--- config.mk ---
export PLATFORM = sky130hd
export DESIGN_NAME = swm_median
export DESIGN_NICKNAME = d
export VERILOG_FILES = /design/src/rtl/swm_pkg.sv /design/src/rtl/swm_median.sv
export SDC_FILE = /design/constraint.sdc
export NUM_CORES = 1
export LEC_CHECK = 0
export CORE_AREA = 2 2 420 422
export CTS_BUF_LIST = sky130_fd_sc_hd__clkbuf_2 sky130_fd_sc_hd__clkbuf_4 sky130_fd_sc_hd__clkbuf_8
export CTS_CLUSTER_SIZE = 8
export DETAILED_ROUTE_END_ITERATION = 6
export DIE_AREA = 0 0 422 424
export DONT_BUFFER_PORTS = 1
export HOLD_SLACK_MARGIN = 0.05
export PLACE_DENSITY = 0.3
export SLEW_MARGIN = 20
export SYNTH_ARGS = -nofsm -noshare
export SYNTH_HDL_FRONTEND = slang
export SYNTH_SLANG_ARGS = --single-unit
--- constraint.sdc ---
create_clock -name clock -period 6.4 [get_ports clock]
set_input_delay 0.64 -clock clock [delete_from_list [all_inputs] [get_ports clock]]
set_output_delay 0.64 -clock clock [all_outputs]
set_load 0.02 [all_outputs]
--- src/rtl/swm_pkg.sv ---
// ----------------------------------------------------------------------------
// swm_pkg: shared types and constants for the sliding window median
// Cell record, control group and widths used by the cell chain and top level.
// ----------------------------------------------------------------------------
package swm_pkg;

   localparam int WINDOW_MAX = 32;
   localparam int IDX_W      = (WINDOW_MAX > 1) ? $clog2(WINDOW_MAX) : 1;
   localparam int COUNT_W    = $clog2(WINDOW_MAX + 1);
   localparam int WIN_W      = 6;
   localparam int SAMPLE_W   = 32;
   localparam int MEDIAN_W   = SAMPLE_W + 1;

   typedef struct packed {
      logic                       valid;
      logic signed [SAMPLE_W-1:0] value;
      logic [COUNT_W-1:0]         age;
   } cell_type;

   typedef struct packed {
      logic step;
      logic insert;
      logic clear;
   } cell_ctl_type;

endpackage

--- src/rtl/swm_median.sv ---
// ----------------------------------------------------------------------------
// swm_median: median select and response register
// Adds the two middle cells (one twice if odd); holds sum for the response.
// ----------------------------------------------------------------------------
module swm_median (
   input  logic                                                   clock,
   input  logic                                                   reset,
   input  logic                                                   load,
   input  logic                                                   taken,
   input  logic [swm_pkg::WINDOW_MAX-1:0][swm_pkg::SAMPLE_W-1:0]  values,
   input  logic [swm_pkg::COUNT_W-1:0]                            eff_win,
   output logic                                                   valid_q,
   output logic signed [swm_pkg::MEDIAN_W-1:0]                    median_q
);
   import swm_pkg::*;

   logic [IDX_W-1:0]            lo_idx;
   logic [IDX_W-1:0]            hi_idx;
   logic [SAMPLE_W-1:0]         lo_val;
   logic [SAMPLE_W-1:0]         hi_val;
   logic signed [MEDIAN_W-1:0]  sum;
   logic                        valid_ff;
   logic signed [MEDIAN_W-1:0]  median_ff;

   always_comb begin
      lo_idx = IDX_W'((eff_win - COUNT_W'(1)) >> 1);
      hi_idx = IDX_W'(eff_win >> 1);
      lo_val = values[lo_idx];
      hi_val = values[hi_idx];
      sum    = $signed({lo_val[SAMPLE_W-1], lo_val}) + $signed({hi_val[SAMPLE_W-1], hi_val});
   end

   always_ff @(posedge clock) begin
      if (reset) begin
         valid_ff <= 1'b0;
      end else if (load) begin
         valid_ff <= 1'b1;
      end else if (taken) begin
         valid_ff <= 1'b0;
      end
   end

   always_ff @(posedge clock) begin
      if (load) begin
         median_ff <= sum;
      end
   end

   assign valid_q  = valid_ff;
   assign median_q = median_ff;

endmodule

# Word-level counts from Yosys, hierarchy flattened
# Index checks and enable logic that the tools add are counted.
# W data, S select, Z words.
# totals
inputBits	1034
ff_bits	34
wordCells	13
output_inout_bits	34
# classes
muxes	6
magnitude_cmp	2
reduce_logical	1
add_sub_neg	2
# ops
op	n
$bmux W32 S5	2
$mux W32	2
$add A32 B32 Y33	1
$lt A5 B6 Y1 const B	2
$sub A6 B1 Y6 const B	1
$mux W1	2
$reduce_bool A2 Y1	1

# Depth between registers and ports, before layout
# logic_depth
word_depth	4
ltp_mapped	20
ltp_nobuf	15

# Worst setup path before layout
# Ideal clock, no wire load.
# synth_timing
path_kind	input port to flip-flop
start	input port eff_win[1] in the netlist's numbering
end	register median_ff[26], in the netlist median_q[26], data pin
cell_stages	20
arrival_time_ps	5424
slack_ps	720
cell_sequence	buf_2 -> buf_6 -> buf_4 -> inv_1 -> ha_1 -> clkinv_1 -> buf_2 -> buf_1 -> mux4_2 -> mux4_2 -> nand2_1 -> nand2_1 -> ha_1 -> fa_1 -> a21o_1 -> a221oi_1 -> nor4_1 -> o211ai_1 -> mux2i_1 -> nor2_1
# synth_between
elab_chain_len	4
# synth_rtl
element	line	rtl
start, declared	swm_median.sv:11	input logic [swm_pkg::COUNT_W-1:0] eff_win,
$sub A6 B1 Y6	swm_median.sv:26	lo_idx = IDX_W'((eff_win - COUNT_W'(1)) >> 1);
$bmux W32 S5	swm_median.sv:28	lo_val = values[lo_idx];
$mux W32 (not written as such)	swm_median.sv:28	
$add A32 B32 Y33 *	swm_median.sv:30	sum = $signed({lo_val[SAMPLE_W-1], lo_val}) + $signed({hi_val[SAMPLE_W-1], hi_val});
net sum[26]	swm_median.sv:21	logic signed [MEDIAN_W-1:0] sum;
end signal, assigned	swm_median.sv:45	median_ff <= sum;
end, declared	swm_median.sv:23	logic signed [MEDIAN_W-1:0] median_ff;
# Mark *: on every way through the listed nets, which the timed path passes. The rest lies on a longest branch. The select of a mux whose other input is x is not followed.
# A chain may end at the register's enable or synchronous reset.

# Worst setup path in the final report
# layout_timing
start	input port eff_win[1] in the netlist's numbering
end	register median_ff[28], in the netlist median_q[28], data pin
# Same word-level chain as after synthesis.

==> results.sh <==
export IMPL_fin_skew_ns=0
export IMPL_power_share_clock_pct=5.4
export IMPL_switching_power_mw=1.85
export IMPL_place_area_um2=21400
export IMPL_clkLatencyLatePin_ns=0.31
export IMPL_grt_ovfl_total=0
export IMPL_reg2reg_from="valid_q"
export IMPL_htree_levels=2
export IMPL_wl_per_cell_um=43.8
export IMPL_cp_end_kind="flop"
export IMPL_clk_pin_slew_worst_paths_ns=0.07
export IMPL_synth_top_cell_area_share_pct=77.1
export IMPL_hold_path_class="input port to flop"
export IMPL_core_area_um2=175000
export IMPL_dp_hpwl_um=133000
export IMPL_grt_usage_pct=16.4
export IMPL_setup_viol=0
export IMPL_netlist_cell_type_count=51
export IMPL_num_vias=16200
export IMPL_port_buffers=0
export IMPL_synthTopCellsByCount="mux4_2 (640), nand2_1 (129), clkbuf_1 (74)"
export IMPL_clock_sinks=34
export IMPL_internal_power_mw=1.84
export IMPL_antenna_found_initial=105
export IMPL_tns_ns=0
export IMPL_crit_start="eff_win[1]"
export IMPL_synth_largest_area_cell="mux4_2"
export IMPL_maxSlewHeadroom_pct=-29.9
export IMPL_vias_per_cell=4.64
export IMPL_synth_seq_cells=34
export IMPL_nFillCells=19800
export IMPL_fin_crit_ns=5.55
export IMPL_wl_um=153000
export IMPL_io_pins=1068
export IMPL_crit_type="input port to flop"
export IMPL_dieArea_um2=179000
export IMPL_timing_fmax_mhz=180
export IMPL_cts_repair_resized=0
export IMPL_area_delta_synth_final_pct=15.6
export IMPL_grt_pass1_vias=16300
export IMPL_grt_max_degree=260
export IMPL_timing_max_cap_violations=0
export IMPL_final_hold_viol_count=0
export IMPL_cp_arrival_ns=5.59
export IMPL_synth_seq_area_share_pct=5.41
export IMPL_drc=0
export IMPL_regArea_um2=1010
export IMPL_clockRootBuffer="clkbuf_8"
export IMPL_cp_max_fo=258
export IMPL_numCtsBuffers=5
export IMPL_p_leak_nw=5.93
export IMPL_synth_area_per_cell_um2=15.2
export IMPL_synth_ff_type="edfxtp_1"
export IMPL_multi_input_area_um2=17000
export IMPL_whs_ns=0.399
export IMPL_worstMarginPinSlew_ns=1.95
export IMPL_place_congestion=0.971
export IMPL_die_h_um=424
export IMPL_drtPass1Iterations=7
export IMPL_synth_edf_count=33
export IMPL_syn_area_um2=18700
export IMPL_ctsHoldBuffers=0
export IMPL_p_sw_share_pct=50.1
export IMPL_layout_nets=2178
export IMPL_ys_warn_count=0
export IMPL_syn_inst=1226
export IMPL_die_w_um=422
export IMPL_violations="slew limit"
export IMPL_finalCritPeriodShare_pct=86.7
export IMPL_synth_area_leaders="mux4_2 (77%), edfxtp_1 (5.3%), nand2_1 (2.6%)"
export IMPL_first_iter_violations=1936
export IMPL_yosysMostFrequentCell="mux4_2"
export IMPL_drv_slew=159
export IMPL_cts_tree="done"
export IMPL_cp_start_kind="input port"
export IMPL_stdcell_area_um2=21600
export IMPL_rsz0062_at_grt="false"
export IMPL_p_seq_share_pct=17.9
export IMPL_hp_start="reset"
export IMPL_required_ns=6.44
export IMPL_power_frac_comb_pct=76.7
export IMPL_ant_nets=0
export IMPL_powerDensity_nw_per_um2=171
export IMPL_peakVddDrop_mv=0.0688
export IMPL_start_util_pct=10.7
export IMPL_rows=154
export IMPL_outcome="complete, but fails checks"
export IMPL_clk_path_buf_depth=2
export IMPL_syn_num_nets=2294
export IMPL_async_flop_share_pct=0
export IMPL_cts_setup_buffers=0
export IMPL_drive_gt1_share_pct=65.3
export IMPL_grt_pass1_wl_um=191000
## cells in the final DEF (no fill, tap or decap), types with 19 or more instances in the layout
| cell | n |
|---|---|
| ha_1 | 33 |
| buf_4 | 25 |
| diode_2 | 38 |
| a21oi_1 | 38 |
| mux4_2 | 640 |
| mux2_2 | 32 |
| edfxtp_1 | 33 |
| nor2_1 | 19 |
| nand2_1 | 129 |
## registers in the layout, indices dropped and copies added, names as in the netlist
name      count
valid_q       1
median_q     33
## path summary, 6_finish.rpt
path | end | slack [ns] | cells past startpoint
min reg2reg | valid_q | 0.61 | 2
max reg2reg | valid_q | 5.71 | 2
max | median_q[28] | 0.85 | 13
min | valid_q | 0.40 | 1
## per-stage QoR
stage	utilization (%)	power, mW	setup slack (ns)	std cells
floorplan	-	2.47	0.720	1226
global placement	12.2	3.54	0.462	3443
detailed placement	12.2	3.53	0.607	3443
CTS	12.3	3.76	0.981	3451
global route	12.3	3.89	0.735	3473
finish	12.3	3.68	0.853	3489
## kinds of logic after synthesis
group,count (synthesis),synth area share [%]
adders and majority gates,34,2.32
AOI/OAI and AO/OA,102,3.50
and+or+nand+nor,180,3.99
xor gates and xnor gates,32,1.54
muxes,674,79.2
DFF,34,5.41
buffers and inverters,170,4.09
## critical path, stage by stage
cell and delay (ns):
mux4_2 1.12, mux4_2 0.60, mux2_2 0.30, ha_1 0.24, fa_1 0.46, a21o_1 0.22, a221oi_1 0.23, buf_4 0.18
nand3_1 0.08, a21oi_1 0.27, buf_4 0.20, o31a_1 0.19, xnor2_1 0.11
## layout make-up
class	count	area share, %
Antenna cell	38	0.440
Inverter	9	0.191
Tap cell	2340	13.6
Clock buffer	8	0.452
Sequential cell	34	4.68
Timing Repair Buffer	38	2.07
Multi-Input combinational cell	1022	78.6
## power by group through the flow
stage,registers [mW],clock network [mW],logic (mW)
2_1_floorplan,0.573,0,1.89
3_3_place_gp,0.680,0,2.86
3_5_place_dp,0.682,0,2.85
4_1_cts,0.676,0.214,2.87
5_1_grt,0.674,0.218,3.00
6_report,0.658,0.198,2.83
## routing by layer
layer	GRT usage, %	vias to the layer above	wire [µm]
met4	3.11	104	3680
met1	19.2	9057	56100
li1	-	5520	-
met3	7.99	242	19400
met2	27.0	1271	73000
met5	0	-	647
(Power assumes the default switching activity.)
