===== src/rtl/swm_pkg.sv =====
// ----------------------------------------------------------------------------
// swm_pkg: shared types and constants for the sliding window median
// Cell record, control group and widths used by the cell chain and top level.
// ----------------------------------------------------------------------------
package swm_pkg;

   localparam int WINDOW_MAX = 32;
   localparam int IDX_W      = (WINDOW_MAX > 1) ? $clog2(WINDOW_MAX) : 1;
   localparam int COUNT_W    = $clog2(WINDOW_MAX + 1);
   localparam int WIN_W      = 6;
   localparam int SAMPLE_W   = 32;
   localparam int MEDIAN_W   = SAMPLE_W + 1;

   typedef struct packed {
      logic                       valid;
      logic signed [SAMPLE_W-1:0] value;
      logic [COUNT_W-1:0]         age;
   } cell_type;

   typedef struct packed {
      logic step;
      logic insert;
      logic clear;
   } cell_ctl_type;

endpackage


===== src/rtl/swm_cell.sv =====
// ----------------------------------------------------------------------------
// swm_cell: one slot of the sorted window chain
// Holds one sample and its age; shifts down on removal, up on insertion.
// ----------------------------------------------------------------------------
module swm_cell (
   input  logic                               clock,
   input  logic                               reset,
   input  swm_pkg::cell_ctl_type              ctl,
   input  logic signed [swm_pkg::SAMPLE_W-1:0] sample,
   input  logic [swm_pkg::COUNT_W-1:0]        win_m1,
   input  swm_pkg::cell_type                  right_cell,
   input  logic                               rm_self,
   input  swm_pkg::cell_type                  left_shift,
   input  logic                               left_le,
   output swm_pkg::cell_type                  cell_q,
   output swm_pkg::cell_type                  shift_q,
   output logic                               le_q,
   output logic                               stale_q
);
   import swm_pkg::*;

   cell_type cell_ff;
   cell_type cell_in;
   cell_type shifted;
   cell_type fresh;
   logic     le;

   always_comb begin
      shifted = rm_self ? right_cell : cell_ff;
      if (ctl.clear) begin
         shifted.valid = 1'b0;
      end
      le = shifted.valid && ($signed(shifted.value) <= $signed(sample));
      fresh.valid = 1'b1;
      fresh.value = sample;
      fresh.age   = '0;
      cell_in = cell_ff;
      if (ctl.step) begin
         if (!ctl.insert) begin
            cell_in = shifted;
         end else if (le) begin
            cell_in     = shifted;
            cell_in.age = shifted.age + COUNT_W'(1);
         end else if (left_le) begin
            cell_in = fresh;
         end else begin
            cell_in     = left_shift;
            cell_in.age = left_shift.age + COUNT_W'(1);
         end
      end
   end

   always_ff @(posedge clock) begin
      if (reset) begin
         cell_ff.valid <= 1'b0;
         cell_ff.age   <= '0;
      end else begin
         cell_ff <= cell_in;
      end
   end

   assign cell_q  = cell_ff;
   assign shift_q = shifted;
   assign le_q    = le;
   assign stale_q = cell_ff.valid && (cell_ff.age >= win_m1);

endmodule


===== config.mk =====
export PLATFORM = sky130hd
export DESIGN_NAME = swm_cell
export DESIGN_NICKNAME = d
export VERILOG_FILES = /design/src/rtl/swm_pkg.sv /design/src/rtl/swm_cell.sv
export SDC_FILE = /design/constraint.sdc
export NUM_CORES = 1
export LEC_CHECK = 0
export BUFFER_PORTS_ARGS = -buffer_cell sky130_fd_sc_hd__buf_2
export CAP_MARGIN = 15
export CORE_MARGIN = 2
export CORE_UTILIZATION = 46
export CTS_CLUSTER_DIAMETER = 50
export DETAILED_ROUTE_END_ITERATION = 8
export PLACE_DENSITY = 0.86
export RECOVER_POWER = 100
export SKIP_CTS_REPAIR_TIMING = 1
export SYNTH_ARGS = -nofsm -noshare
export SYNTH_HDL_FRONTEND = slang
export SYNTH_SLANG_ARGS = --single-unit

===== constraint.sdc =====
create_clock -name clock -period 6.09 [get_ports clock]
set_clock_uncertainty 0.2 [all_clocks]
set_input_delay 0.609 -clock clock [delete_from_list [all_inputs] [get_ports clock]]
set_output_delay 0.609 -clock clock [all_outputs]
set_load 0.02 [all_outputs]

After elaboration in Yosys (flattened, before gate mapping)

Cells that the tools add are included.

Output and inout bits: 80
Flip-flop bits (word level): 39
Bits of input ports: 123
Word-level logic and storage cells: 16

Muxes and demuxes: 5
Reduce and logical (&&, ||, !) cells: 3
Magnitude comparators: 2
Add/sub/neg operators: 2
Bitwise logic cells: 1

Operators by type and width:

| operator                                                      | count |
|---|---|
| 39-bit 2-to-1 mux                                             | 4 |
| 32-bit <= comparator                                          | 1 |
| 6-bit by 1-bit adder with 6-bit output, second input constant | 2 |
| 6-bit >= comparator                                           | 1 |
| 1-bit logical AND                                             | 2 |
| 2-bit AND reduction                                           | 1 |
| 1-bit 2-to-1 mux                                              | 1 |
| 1-bit NOT                                                     | 1 |

Longest topological paths before layout

Depth after elaboration: 5
Depth in mapped cells: 15
Depth with buffers taken out: 10

Worst setup path before layout

OpenSTA, ideal clock, no wires.

Kind: input-to-reg
Start point: input port rm_self
End point: register cell_ff (netlist bit cell_q[10]), data pin
Data required time: 5.630 ns
Path slack: 1.541 ns
Buffers on the path: 5
Cell stages on the path: 14
Arrival time: 4.089 ns
Setup time: 0.260 ns
Path through: buf_2 > clkbuf_1 > buf_1 > mux2_2 > ha_1 > a21oi_2 > o21ai_1 > a221oi_2 > o211ai_1 > mux2_4 > or3b_1 > buf_6 > buf_2 > mux2_2

RTL lines:

| what                 | line           | text |
|---|---|---|
| start, declared      | swm_cell.sv:12 | `input logic rm_self,` |
| end signal, assigned | swm_cell.sv:58 | `cell_ff <= cell_in;` |
| end, declared        | swm_cell.sv:22 | `cell_type cell_ff;` |

Worst setup path after layout

Start point: input port rm_self
End point: register cell_ff (netlist bit cell_q[11]), data pin

Longest elaborated chain between the ends: 5
Elaborated cells between the ends (all ways): 6
Those cells by class: order compare (1); mux (4); reduce/logical (1)

RTL lines:

| what                                                            | line                           | text |
|---|---|---|
| 39-bit 2-to-1 mux *                                             | swm_cell.sv:29                 | `shifted = rm_self ? right_cell : cell_ff;` |
| 32-bit <= comparator / 1-bit 2-to-1 mux (equally long branches) | swm_cell.sv:33, swm_cell.sv:30 |  |
| 1-bit logical AND                                               | swm_cell.sv:33                 | `le = shifted.valid && ($signed(shifted.value) <= $signed(sample));` |
| 39-bit 2-to-1 mux                                               | swm_cell.sv:41                 | `end else if (le) begin` |
| 39-bit 2-to-1 mux *                                             | swm_cell.sv:39                 | `if (!ctl.insert) begin` |

Mark *: on every way between the ends. The rest lies on a longest branch, timed or not.
A chain may end at the register's enable or synchronous reset.

==> reports/summary.md <==
Part of the power in combinational logic: 0.398. The period utilization was 0.8213; the fraction of final layout cells sized beyond drive strength 1 was 0.3445. The number of global-route vias before repair was 3624; the highest fanout seen on the critical path was 31.

The effective utilization at floorplan came out at 0.4738. For the number of placement rows, the log shows 32. Dividing total power by cell area gives a power density of 174.8 nW/um^2. After synthesis, the netlist uses 47 different library cells. By count the netlist is led by mux2_2, a21oi_1, inv_1, nor2_1, ha_1. Met2 global-route usage: 0.4589.

Data on the critical path is required at its endpoint by 5.95 ns. Compared with the post-synthesis result, the final layout area differs by 30.11%. The die boundary width is 93.21 um, and the number of buffers created by CTS is 5. The number of antenna diodes in the final layout is 0. The aggregate global-route resource usage was 0.2402; the die span in y was 93.21 um.

The last weighted congestion value of the routability-driven placer is 0.8330, and the cell area after placement is 4731 um^2. The run gives 0 as the number of antenna violations at the first check in global routing. The number of H-tree levels came out at 2.

TritonCTS built the clock tree. Of all cell types, the one taking the most synthesized area is edfxtp_1. The flow ran to the end, but the final reports show violations. Net switching power figure: 0.0003035 W. Detailed-route vias per instance: 5.326. The first detailed-routing pass took 4 iterations. Reg-to-reg critical path startpoint: cell_q[37]. The share of power burned in the clock network was 0.214. The final-report hold violation count is 0. For the number of max-cap violations, the log shows 1. Buffers placed on the I/O ports in this run total 202.

For the number of antenna-violating nets in the routed design, the log shows 0. Summing over every cut layer, the via total after detailed routing is 3712. The async set or reset register ratio after synthesis is 0. The synthesized design contains 32 enable-type register cells. The setup check on the worst reg-to-reg path leaves a slack of 2.01 ns.

The netlist area before placement was 3661 um^2. The residual overflow from global routing is 0, and the count of routing violations after the opening detailed-route iteration is 108. The met3 track demand over resource in global routing is 0.04110.

The total number of nets in the final design is 757, and the clock-pin slew on the worst setup and hold paths is 0.09 ns. For hold timing, the worst endpoint is cell_q[38]. The number of cells on the worst reg-to-reg path is 10.

Ranked by total cell area, the synthesized netlist is headed by edfxtp_1, mux2_2, ha_1. The switching part of the total power works out to 0.3644. The tools report the destination of the worst register-to-register timing path as cell_q[11]. The final routed wire length divided by cell count was 15.27 um; the met1 usage in global routing was 0.2704.

The floorplan die area was 8688 um^2; the clock latency on the worst-skew pair was 0.30 ns. Setup repair after global routing left no endpoint under its margin. The post-layout minimum cycle time is 5.002 ns.

For the global-route wire length before repair, the log shows 16660 um. Summed over all failing endpoints, the final setup total negative slack is 0 ns. The max-slew headroom at the worst pin was -1.032. Clock tree synthesis found a total of 39 sinks.

The worst-case IR drop observed on VDD is 0.09114 mV. For this design the top-level I/O count stands at 203. The area share of the largest cell type after synthesis was 0.2625. The most instantiated flip-flop cell in the synthesis netlist is edfxtp_1. For this block, the routed nets add up to 10650 um of wire. The worst setup path is launched from a primary input. Data arrival at the endpoint of the critical path: 4.86 ns. For the share of power burned in registers, the log shows 0.388. The cell area after layout is 4763 um^2, and the number of flip-flops under the largest register name is 39. The logs give 8440 um for the total half-perimeter wirelength after legalization and detailed placement and 0.3008 for the proportion of synthesized chip area in sequential cells. The mean cell area of the mapped netlist was 9.107 um^2; the maximum buffer depth of the clock tree was 2. Derived from the worst setup path, the maximum achievable clock frequency is 0.1999 GHz. The post-synthesis net count came out at 565. The critical path is of the in -> reg type.

Internal power comes to 0.0005293 W. In this run, synthesis produced a sequential element count of 39. The core region is 7727 um^2. For this run, the number of Yosys warnings is 0. Worst min-delay path class: reg -> reg. In the routed design, unresolved DRC markers number 0. By instance count, the leading cell after synthesis is mux2_2. The layer with the highest usage after global routing was met2. The checks that failed: max-capacitance violations, max-slew violations.

The slew at the pin closest to its max-slew limit is 3.037 ns. The worst hold path begins at cell_q[38]. For the maximum number of pins on one net before global-route repair, the log shows 72.

The worst setup path is captured at a register. Setup violations remaining at the end of the flow were counted as 0. The worst hold path passes through 2 cells. Buffer type at the clock tree root: clkbuf_8. Summed over all cells, the static leakage comes to 2.226 nW. For the number of max-slew violations in the final report, the log shows 37. Counting every instance in the synthesized netlist gives 402.
## placed cells by master, fill, tap and decap left out, types with 3 or more instances in the layout
cell type	instances
clkbuf_1	49
a31oi_1	4
mux2i_1	5
a21oi_1	48
xor2_1	4
inv_1	48
nor3_1	3
nand4_1	6
nand2_1	16
clkbuf_8	5
ha_1	40
nor2_1	41
o32ai_1	3
nand2b_1	3
edfxtp_1	32
mux2_2	33
buf_2	154
a211oi_1	3
nor2b_1	4
o21ai_0	17
dfxtp_1	7
mux2_1	30
nand3_1	6
## cell type report
class,count,area (um^2)
Fill cell,691,2964
Multi-Input combinational cell,295,2288
Sequential cell,39,1101
Timing Repair Buffer,205,982.2
Inverter,48,180.2
Tap cell,102,127.6
Clock buffer,5,68.82
Clock inverter,3,15.01
## power by group through the flow
| stage | Sequential, W | Clock, W | Combinational, W |
|---|---|---|---|
| after floorplan | 0.000347 | 0 | 0.000204 |
| after global placement | 0.000328 | 0 | 0.000330 |
| after detailed placement | 0.000328 | 0 | 0.000342 |
| after CTS | 0.000322 | 0.000184 | 0.000342 |
| after global routing | 0.000325 | 0.000194 | 0.000365 |
| final | 0.000323 | 0.000178 | 0.000331 |
## metrics by stage
stage               total power (W)  std cells  worst slack (ns)  utilization  hold WS, ns
finish                    0.0008327        697             1.088       0.6164       0.3061
global route              0.0008843        697            0.7109       0.6164       0.3569
CTS                       0.0008491        696             1.377       0.6231       0.3080
detailed placement        0.0006696        688             1.036       0.6122       0.2956
global placement          0.0006575        688             1.106       0.6122       0.2887
floorplan                 0.0005512        402             1.541            -       0.3554
## how the worst max path moves through the flow
stage	startpoint	slack, ns	endpoint	cells past startpoint
global placement	rm_self	1.11	cell_q[13]	11
detailed placement	rm_self	1.04	cell_q[29]	12
finish	rm_self	1.09	cell_q[11]	12
floorplan	rm_self	1.54	cell_q[10]	14
global route	rm_self	0.71	cell_q[17]	12
CTS	rm_self	1.38	cell_q[29]	12
## metal layers
metal	vias up	share of wire
li1	1839	-
met1	1705	0.39
met2	150	0.53
met3	18	0.061
met4	0	0.018
met5	-	0
## worst max-delay path, cell delays in order
cell and delay [ns]:
buf_2 0.58, clkbuf_1 0.62, mux2_1 0.43, ha_1 0.31, a21oi_1 0.16, nor2_1 0.05, a211oi_1 0.19, a21oi_1 0.11
o31ai_1 0.46, or3b_1 0.49, buf_4 0.42, mux2_2 0.38
## cell families after synthesis
kind of cell             share of synthesized area
AO/OA/AOI/OAI                               0.1435
XOR/XNOR                                   0.01435
adder cells (fa/ha/maj)                     0.1367
buffers and inverters                      0.07416
flip-flops                                  0.3008
multiplexers                                0.2116
AND/OR/NAND/NOR                             0.1189
Note: power is estimated with default switching activity, not from simulation.
